[src/design/orfc_pkg.sv]
// shared types and constants for the overwrite ring frame capture block
package orfc_pkg;

	localparam int STORE_DEPTH   = 2048;
	localparam int MAX_BURST     = 64;
	localparam int ADDR_W        = $clog2(STORE_DEPTH);
	localparam int FILL_W        = $clog2(STORE_DEPTH + 1);
	localparam int CNT_W         = $clog2(MAX_BURST + 1);
	localparam int IDLE_W        = 20;
	localparam int AVAIL_W       = 12;
	localparam int TIMEOUT_RESET = 10000;
	localparam int QUEUE_DEPTH   = 2;
	localparam int QPTR_W        = $clog2(QUEUE_DEPTH);
	localparam int QCNT_W        = $clog2(QUEUE_DEPTH + 1);

	localparam logic [1:0] CMD_PUSH   = 2'd0;
	localparam logic [1:0] CMD_READ   = 2'd1;
	localparam logic [1:0] CMD_STATUS = 2'd2;
	localparam logic [1:0] CMD_TICK   = 2'd3;

	typedef enum logic [1:0] {
		OP_PUSH,
		OP_READ,
		OP_STATUS,
		OP_TICK
	} op_t;

	typedef enum logic {
		BK_IDLE,
		BK_BURST
	} back_state_t;

	typedef struct packed {
		logic [1:0]  command;
		logic [31:0] frame_word;
		logic [6:0]  read_count;
	} in_item_t;

	typedef struct packed {
		logic signed [15:0] left_sample;
		logic signed [15:0] right_sample;
		logic               frame_valid;
		logic               last;
		logic [11:0]        frames_available;
		logic               clock_ok;
	} out_item_t;

	// classified command held in the queue between front and back
	typedef struct packed {
		op_t              op;
		logic [31:0]      frame;
		logic [CNT_W-1:0] want;
	} q_item_t;

endpackage

[src/design/orfc_front.sv]
// front end: command decode, burst length clamp and a short item queue
module orfc_front
	import orfc_pkg::*;
(
	input  logic     clk,
	input  logic     arst_n,
	input  logic     start,
	input  in_item_t request,
	input  logic     pop,
	output logic     busy,
	output logic     q_empty,
	output q_item_t  head
);

	q_item_t           entry_q [QUEUE_DEPTH];
	logic [QPTR_W-1:0] wr_ptr_q;
	logic [QPTR_W-1:0] rd_ptr_q;
	logic [QCNT_W-1:0] count_q;
	q_item_t           decoded;
	logic              accept;
	logic              do_pop;

	// classify the command; a zero-length read behaves as a status query
	always_comb begin
		decoded.frame = request.frame_word;
		if (request.read_count > 7'(MAX_BURST))
			decoded.want = CNT_W'(MAX_BURST);
		else
			decoded.want = CNT_W'(request.read_count);
		unique case (request.command)
			CMD_PUSH:   decoded.op = OP_PUSH;
			CMD_READ:   decoded.op = (request.read_count == 7'd0) ? OP_STATUS : OP_READ;
			CMD_STATUS: decoded.op = OP_STATUS;
			CMD_TICK:   decoded.op = OP_TICK;
			default:    decoded.op = OP_STATUS;
		endcase
	end

	assign busy    = (count_q == QCNT_W'(QUEUE_DEPTH));
	assign q_empty = (count_q == '0);
	assign accept  = start && !busy;
	assign do_pop  = pop && !q_empty;
	assign head    = entry_q[rd_ptr_q];

	always_ff @(posedge clk) begin
		if (accept)
			entry_q[wr_ptr_q] <= decoded;
	end

	always_ff @(posedge clk or negedge arst_n) begin
		if (!arst_n) begin
			wr_ptr_q <= '0;
			rd_ptr_q <= '0;
			count_q  <= '0;
		end else begin
			if (accept)
				wr_ptr_q <= (wr_ptr_q == QPTR_W'(QUEUE_DEPTH - 1)) ? '0 : wr_ptr_q + 1'b1;
			if (do_pop)
				rd_ptr_q <= (rd_ptr_q == QPTR_W'(QUEUE_DEPTH - 1)) ? '0 : rd_ptr_q + 1'b1;
			if (accept && !do_pop)
				count_q <= count_q + 1'b1;
			else if (!accept && do_pop)
				count_q <= count_q - 1'b1;
		end
	end

endmodule

[config.mk]
export PLATFORM = sky130hd
export DESIGN_NAME = orfc_front
export DESIGN_NICKNAME = d
export VERILOG_FILES = /design/src/design/orfc_pkg.sv /design/src/design/orfc_front.sv
export SDC_FILE = /design/constraint.sdc
export NUM_CORES = 1
export LEC_CHECK = 0
export BUFFER_PORTS_ARGS = -buffer_cell sky130_fd_sc_hd__buf_2
export CAP_MARGIN = 30
export CORE_ASPECT_RATIO = 1.4
export CORE_MARGIN = 1.5
export CORE_UTILIZATION = 30
export CTS_CLUSTER_DIAMETER = 60
export DETAILED_ROUTE_END_ITERATION = 7
export PLACE_DENSITY = 0.5
export SYNTH_ARGS = -nofsm -noshare
export SYNTH_HDL_FRONTEND = slang
export SYNTH_SLANG_ARGS = --single-unit
[constraint.sdc]
create_clock -name clk -period 5.3 [get_ports clk]
set_input_delay 1.06 -clock clk [delete_from_list [all_inputs] [get_ports clk]]
set_output_delay 1.06 -clock clk [all_outputs]
set_load 0.05 [all_outputs]
==> metrics.yaml, run 1 <==
run_status:
  outcome: "finished clean"
die:
  dieArea_sq_um: 12110
  io_pins: 88
  start_util_pct: 30.60
  core_area_sq_um: 11220
  rows: 46
  die_w_um: 93.43
  die_y_um: 129.6
logic_synthesis:
  syn_area_per_cell_sq_um: 21.47
  netlist_instances: 160
  ys_seq_area_share_pct: 74.61
  synth-seq-cells: 86
  synthDistinctLibCells: 21
  yosysWarnings: 0
  syn-cell-area_sq_um: 3435
  syn_nets: 206
sta:
  finalWorstSetupSlack_ns: 2.071
  finClkSkew_ns: 0.005014
  hold_viol: 0
  max-slew-margin-rel_pct: 60.15
  final-setup-viol-count: 0
  final_max_slew_viol_count: 0
  tns_ns: 0
  rsz0062_at_grt: "no"
  worstMarginPinSlew_ns: 0.5964
  period_minus_slack_ns: 3.229
  fin_crit_sh_pct: 60.93
  max_freq_mhz: 309.6
power:
  p_seq_share_pct: 37.0
  switching_share_pct: 40.40
  leakagePower_uw: 0.001709
  powerDensity_nw_per_um2: 646.2
  p_switching_uw: 1110
  irDropWorstVdd_v: 0.0004001
  power_frac_clock_pct: 19.9
  internal_power_uw: 1639
  combPwrFrac_pct: 43.1
worst_setup_path:
  cp.required_ns: 4.24
  ff2ff_setup_slack_ns: 3.30
  r2r-start: "count_q[0]"
  worst_setup_path_start_kind: "flip-flop"
  critPathKind: "flip-flop to primary output"
  path_max_fanout: 23
  crit_arrival_ns: 2.17
  crit_path_end_kind: "primary output"
  r2r_end: "entry_q[0][18]"
  reg2reg_depth: 4
  cp-startpoint: "rd_ptr_q"
grt:
  use_met3_pct: 3.404
  antenna_found_initial: 0
  met2_usage_pct: 18.58
  grt_pass1_vias: 1773
  busiest_layer: "met2"
  met1_usage_pct: 10.51
  track_usage_pct: 10.33
  grt_start_max_net_pins: 24
  grt_pass1_wl_um: 8963
  grt-ovfl-total: 0
worst_hold_path:
  holdPathStages: 1
  worstHoldStart: "count_q[1]"
  hold_path_end: "count_q[1]"
  hold_class: "flip-flop to flip-flop"
layout:
  post_route_cells_drive_above_1_share_pct: 55.77
  num-fill-cells: 1094
  area_growth_pct: 23.86
  antenna_cells: 0
  final_nets: 301
routing:
  drt_iter0_markers: 51
  drc_errors: 0
  wl_per_cell_um: 14.77
  drt_first_pass_iters: 4
  ant_nets: 0
  vias: 1673
  viasPerCell: 4.141
  wirelength_um: 5968
place:
  io_buffer_count: 87
  dpl.hpwl_um: 4119
  pre_cts_ws_ns: 2.344
  gp_congestion: 0.7069
clock_network:
  clockBufferDepth: 2
  cts_resized: 0
  h-tree-depth: 3
  cts_made_buffers: 9
  cts_tree: "yes"
  clock_sinks: 86
  cts.clk_slew.worst_paths_ns: 0.06
  cts-hold-fix-buffers: 0
  post_cts_buffers: 0
  clk_latency_ns: 0.33
  cts-root-buf: "clkbuf_16"
run:
  cap_violations: 0
worst max-delay path, cell delays in order, from the launching register on:
cell and delay (ns):
dfrtp_2 0.75, buf_4 0.52, mux2_4 0.35, buf_2 0.21
placed cells by master (no fill, tap or decap), drive strengths merged, types with 2 or more instances in the layout:
| cell | n |
|---|---|
| buf | 90 |
| clkbuf | 14 |
| clkinv | 2 |
| dfrtp | 4 |
| edfxtp | 82 |
| inv | 2 |
| mux2 | 41 |
| nor2 | 5 |
| nor2b | 6 |
| xnor2 | 3 |
| xor2 | 2 |
area by class of cell:
cell class,instances,area [sq um],area share [%]
Sequential cell,86,2564,60.26
Tap cell,144,180.2,4.235
Inverter,2,7.507,0.1765
Multi-Input combinational cell,66,778.2,18.29
Clock buffer,14,244.0,5.735
Clock inverter,2,10.01,0.2353
Timing Repair Buffer,90,470.5,11.06
worst max path at each step:
stage	endpoint	slack [ns]
finish	head[27]	2.07
global route	head[27]	1.93
CTS	head[27]	1.98
detailed placement	head[27]	2.34
global placement	head[33]	2.36
floorplan	entry_q[0][0]	1.99
power by group through the flow:
stage          Combinational [uW]  Sequential (uW)  Clock [uW]
2_1_floorplan                1070              988           0
3_3_place_gp                 1190             1030           0
3_5_place_dp                 1210             1040           0
4_1_cts                      1210             1020         561
5_1_grt                      1240             1040         588
6_report                     1190             1020         547
stage by stage:
step                area, sq um  power (uW)  instances  utilization (%)  hold WS (ns)
floorplan                  3435        2056        160                -        0.4608
detailed placement         4000        2244        388            35.64        0.5141
finish                     4254        2749        404            37.90        0.5183
CTS                        4254        2793        404            37.90        0.5209
global route               4254        2869        404            37.90        0.5176
global placement           3980        2227        387            35.46        0.5096
Yosys cell counts:
library cell  instances  area, sq um
nand2b_1              1        6.260
a41o_1                1        10.01
nand2_1               1        3.750
edfxtp_1             82         2462
dfrtp_1               4        100.1
nor3_1                1        5.000
xnor2_1               3        26.28
buf_6                 1        11.26
nor2b_1               6        37.54
clkbuf_1              1        3.750
ha_1                  1        12.51
o21a_1                1        7.510
xor2_1                2        17.52
buf_12                4        80.08
o21ai_1               1        5.000
inv_1                 2        7.510
mux2_2                2        22.52
mux2_4               39        585.6
and3_1                1        6.260
nor2_1                5        18.77
nand3_1               1        5.000
sequential cells by signal, indices dropped and copies added, names as in the netlist:
register,cells
count_q,2
wr_ptr_q,1
rd_ptr_q,1
entry_q,82
layer usage:
layer / vias to the layer above / share of wire [%]
met4: 0 / 2.0
met2: 45 / 56
met5: - / 0
met3: 10 / 4.8
li1: 803 / -
met1: 815 / 37
cells by family after synthesis:
| group | after synthesis | share of synthesized area, % |
|---|---|---|
| muxes | 41 | 17.70 |
| and+or+nand+nor | 16 | 2.404 |
| DFF | 86 | 74.61 |
| xor gates and xnor gates | 5 | 1.275 |
| buffers and inverters | 8 | 2.987 |
| adders and majority gates | 1 | 0.3642 |
| AOI/OAI and AO/OA | 3 | 0.6557 |
(Power assumes the default switching activity.)
==> inputs of run 2 (changes only) <==
--- a/config.mk
+++ b/config.mk
@@ -12,7 +12,7 @@
 export CORE_UTILIZATION = 30
 export CTS_CLUSTER_DIAMETER = 60
 export DETAILED_ROUTE_END_ITERATION = 7
-export PLACE_DENSITY = 0.5
+export PLACE_DENSITY = 0.52
 export SYNTH_ARGS = -nofsm -noshare
 export SYNTH_HDL_FRONTEND = slang
 export SYNTH_SLANG_ARGS = --single-unit
==> constraint.sdc (replaced) <==
create_clock -name clk -period 2.71 [get_ports clk]
set_input_delay 0.542 -clock clk [delete_from_list [all_inputs] [get_ports clk]]
set_output_delay 0.542 -clock clk [all_outputs]
set_load 0.05 [all_outputs]
==> run 2 against run 1 <==
Against the previous run: clock-buffer cell count decreased by 2; design area increased by 1.9%; sequential cell count unchanged; clock power increased by 110%; combinational power increased by 100%; register-to-register slack got worse by 2.2 ns; sequential share of layout area decreased by 1.1 points; setup slack got worse by 1.7 ns; total power increased by 100%; final cell count increased by 0.74%; critical endpoint is now head[19]; largest power group unchanged.
==> metrics.yaml, run 2 (synthesis results as in run 1) <==
sta:
  finClkSkew_ns: 0.007826  # was 0.005014 ns
  hold_viol: 0  # unchanged
  max-slew-margin-rel_pct: 69.90  # was 60.15%
  fin_crit_sh_pct: 84.86
  rsz0062_at_grt: "no"  # unchanged
  worstMarginPinSlew_ns: 0.4516  # was 0.5964 ns
  tns_ns: 0  # unchanged
  period_minus_slack_ns: 2.300
  final_max_slew_viol_count: 0  # unchanged
  final-setup-viol-count: 0  # unchanged
  max_freq_mhz: 434.9
routing:
  wirelength_um: 5721  # was 5968 um
  wl_per_cell_um: 14.06  # was 14.77 um
  drt_iter0_markers: 81  # was 51
  drt_first_pass_iters: 3  # was 4
  drc_errors: 0  # unchanged
  viasPerCell: 4.189  # was 4.141
  vias: 1705  # was 1,673
  ant_nets: 0  # unchanged
power:
  powerDensity_nw_per_um2: 1275  # was 646.2 nW/um^2
  leakagePower_uw: 0.001744  # was 0.001709 uW
  irDropWorstVdd_v: 0.0005924  # was 0.0004001 V
clock_network:
  clock_sinks: 86  # unchanged
  cts-root-buf: "clkbuf_16"  # unchanged
  post_cts_buffers: 0  # unchanged
  h-tree-depth: 3  # unchanged
  clk_latency_ns: 0.33  # about the same
  cts_made_buffers: 9  # unchanged
  cts_tree: "yes"  # unchanged
  cts.clk_slew.worst_paths_ns: 0.06  # about the same
  clockBufferDepth: 2  # unchanged
run:
  cap_violations: 0  # unchanged
place:
  io_buffer_count: 87  # unchanged
  gp_congestion: 0.6527  # was 0.7069
  placed_cell_area_sq_um: 4040  # was 4000 sq um
  dpl.hpwl_um: 3970  # was 4119 um
layout:
  mostFrequentLayoutCell: "buf_2"  # unchanged
  largest_reg_flops: 82  # unchanged
  most-common-layout-cells: "buf_2 (87), edfxtp_1 (82), mux2_4 (39)"  # unchanged
  post_route_cells_drive_above_1_share_pct: 56.65  # was 55.77%
  antenna_cells: 0  # unchanged
  regMostFlops: "entry_q"  # unchanged
  final_cell_area_sq_um: 4334  # was 4254 sq um
  final_nets: 304  # was 301
  reg_top3: "entry_q: 82 flops, count_q: 2 flops"  # unchanged
  num-fill-cells: 1087  # was 1,094
  area_growth_pct: 26.19  # was 23.86%
run_status:
  outcome: "finished clean"  # unchanged
grt:
  grt-ovfl-total: 0  # unchanged
  grt_pass1_wl_um: 8507  # was 8963 um
  antenna_found_initial: 0  # unchanged
  track_usage_pct: 10.07  # was 10.33%
  grt_start_max_net_pins: 30  # was 24
  grt_pass1_vias: 1649  # was 1,773
worst_setup_path:
  cp.required_ns: 2.17  # was 4.24 ns
  crit_arrival_ns: 1.76  # was 2.17 ns
  cp_cell_sequence: "buf_12 -> mux2_4 -> buf_2"  # was buf_4 -> mux2_4 -> buf_2
  critPathMaxStageDelay_ns: 0.65  # was 0.75 ns
  critPathKind: "flip-flop to primary output"  # unchanged
  slowest_stage: "dfrtp_2"  # unchanged
  crit_path_end_kind: "primary output"  # unchanged
  worst_setup_path_start_kind: "flip-flop"  # unchanged
  crit_family: "flip-flops"  # unchanged
  path_max_fanout: 17  # was 23
  crit_buf_inv: 2  # unchanged
die:
  io_pins: 88  # unchanged
  dieArea_sq_um: 12110  # unchanged
  start_util_pct: 30.60  # unchanged
  die_y_um: 129.6  # unchanged
  rows: 46  # unchanged
  die_w_um: 93.43  # unchanged
  core_area_sq_um: 11220  # unchanged
worst_hold_path:
  hold_class: "primary input to flip-flop"  # was flip-flop to flip-flop
run 2: metal layers:
metal  GRT usage (%)  wire, um  up-vias
met5               0         0        -
met4           6.952       139        0
met3           3.110       345        9
met2           17.48      3185       52
met1           10.21      2050      832
li1                -         -      812
run 2: area by class of cell:
cell class | instances | area, sq um | share of cell area [%]
Sequential cell | 86 | 2564 | 59.15
Clock buffer | 12 | 236.5 | 5.456
Inverter | 2 | 7.507 | 0.1732
Clock inverter | 4 | 47.55 | 1.097
Tap cell | 144 | 180.2 | 4.157
Multi-Input combinational cell | 66 | 778.2 | 17.96
Timing Repair Buffer | 93 | 520.5 | 12.01
run 2: power by group:
group / total (uW) / internal [uW] / switching [uW]
logic: 2390 / 812 / 1580
registers: 1970 / 1820 / 143
clock network: 1170 / 711 / 456
total: 5530 / 3350 / 2180
run 2: what timing repair did:
action                    4_1_cts  5_1_grt
hold buffers                    1        0
gates resized for setup         0        0
hold endpoints to repair        4        0
run 2: worst paths after layout:
| check | from | end | slack [ns] | cells past startpoint |
|---|---|---|---|---|
| min reg2reg | count_q[1] | count_q[1] | 0.53 | 1 |
| max reg2reg | count_q[0] | entry_q[1][27] | 1.11 | 3 |
| max | rd_ptr_q | head[19] | 0.41 | 3 |
| min | request[7] | entry_q[1][7] | 0.40 | 1 |
| max in group asynchronous | arst_n | rd_ptr_q | 2.03 | 2 |
| min in group asynchronous | arst_n | count_q[0] | 0.54 | 2 |
run 2: through the flow:
step,util [%],setup slack [ns],cells,total power [uW],hold slack (ns)
3_3_place_gp,36.00,0.7273,390,4415,0.3563
6_report,38.62,0.4104,407,5526,0.3974
4_1_cts,38.62,0.3441,407,5619,0.3804
5_1_grt,38.62,0.3232,407,5789,0.3814
2_1_floorplan,-,0.5737,160,4019,0.2464
3_5_place_dp,36.00,0.7176,390,4439,0.3580
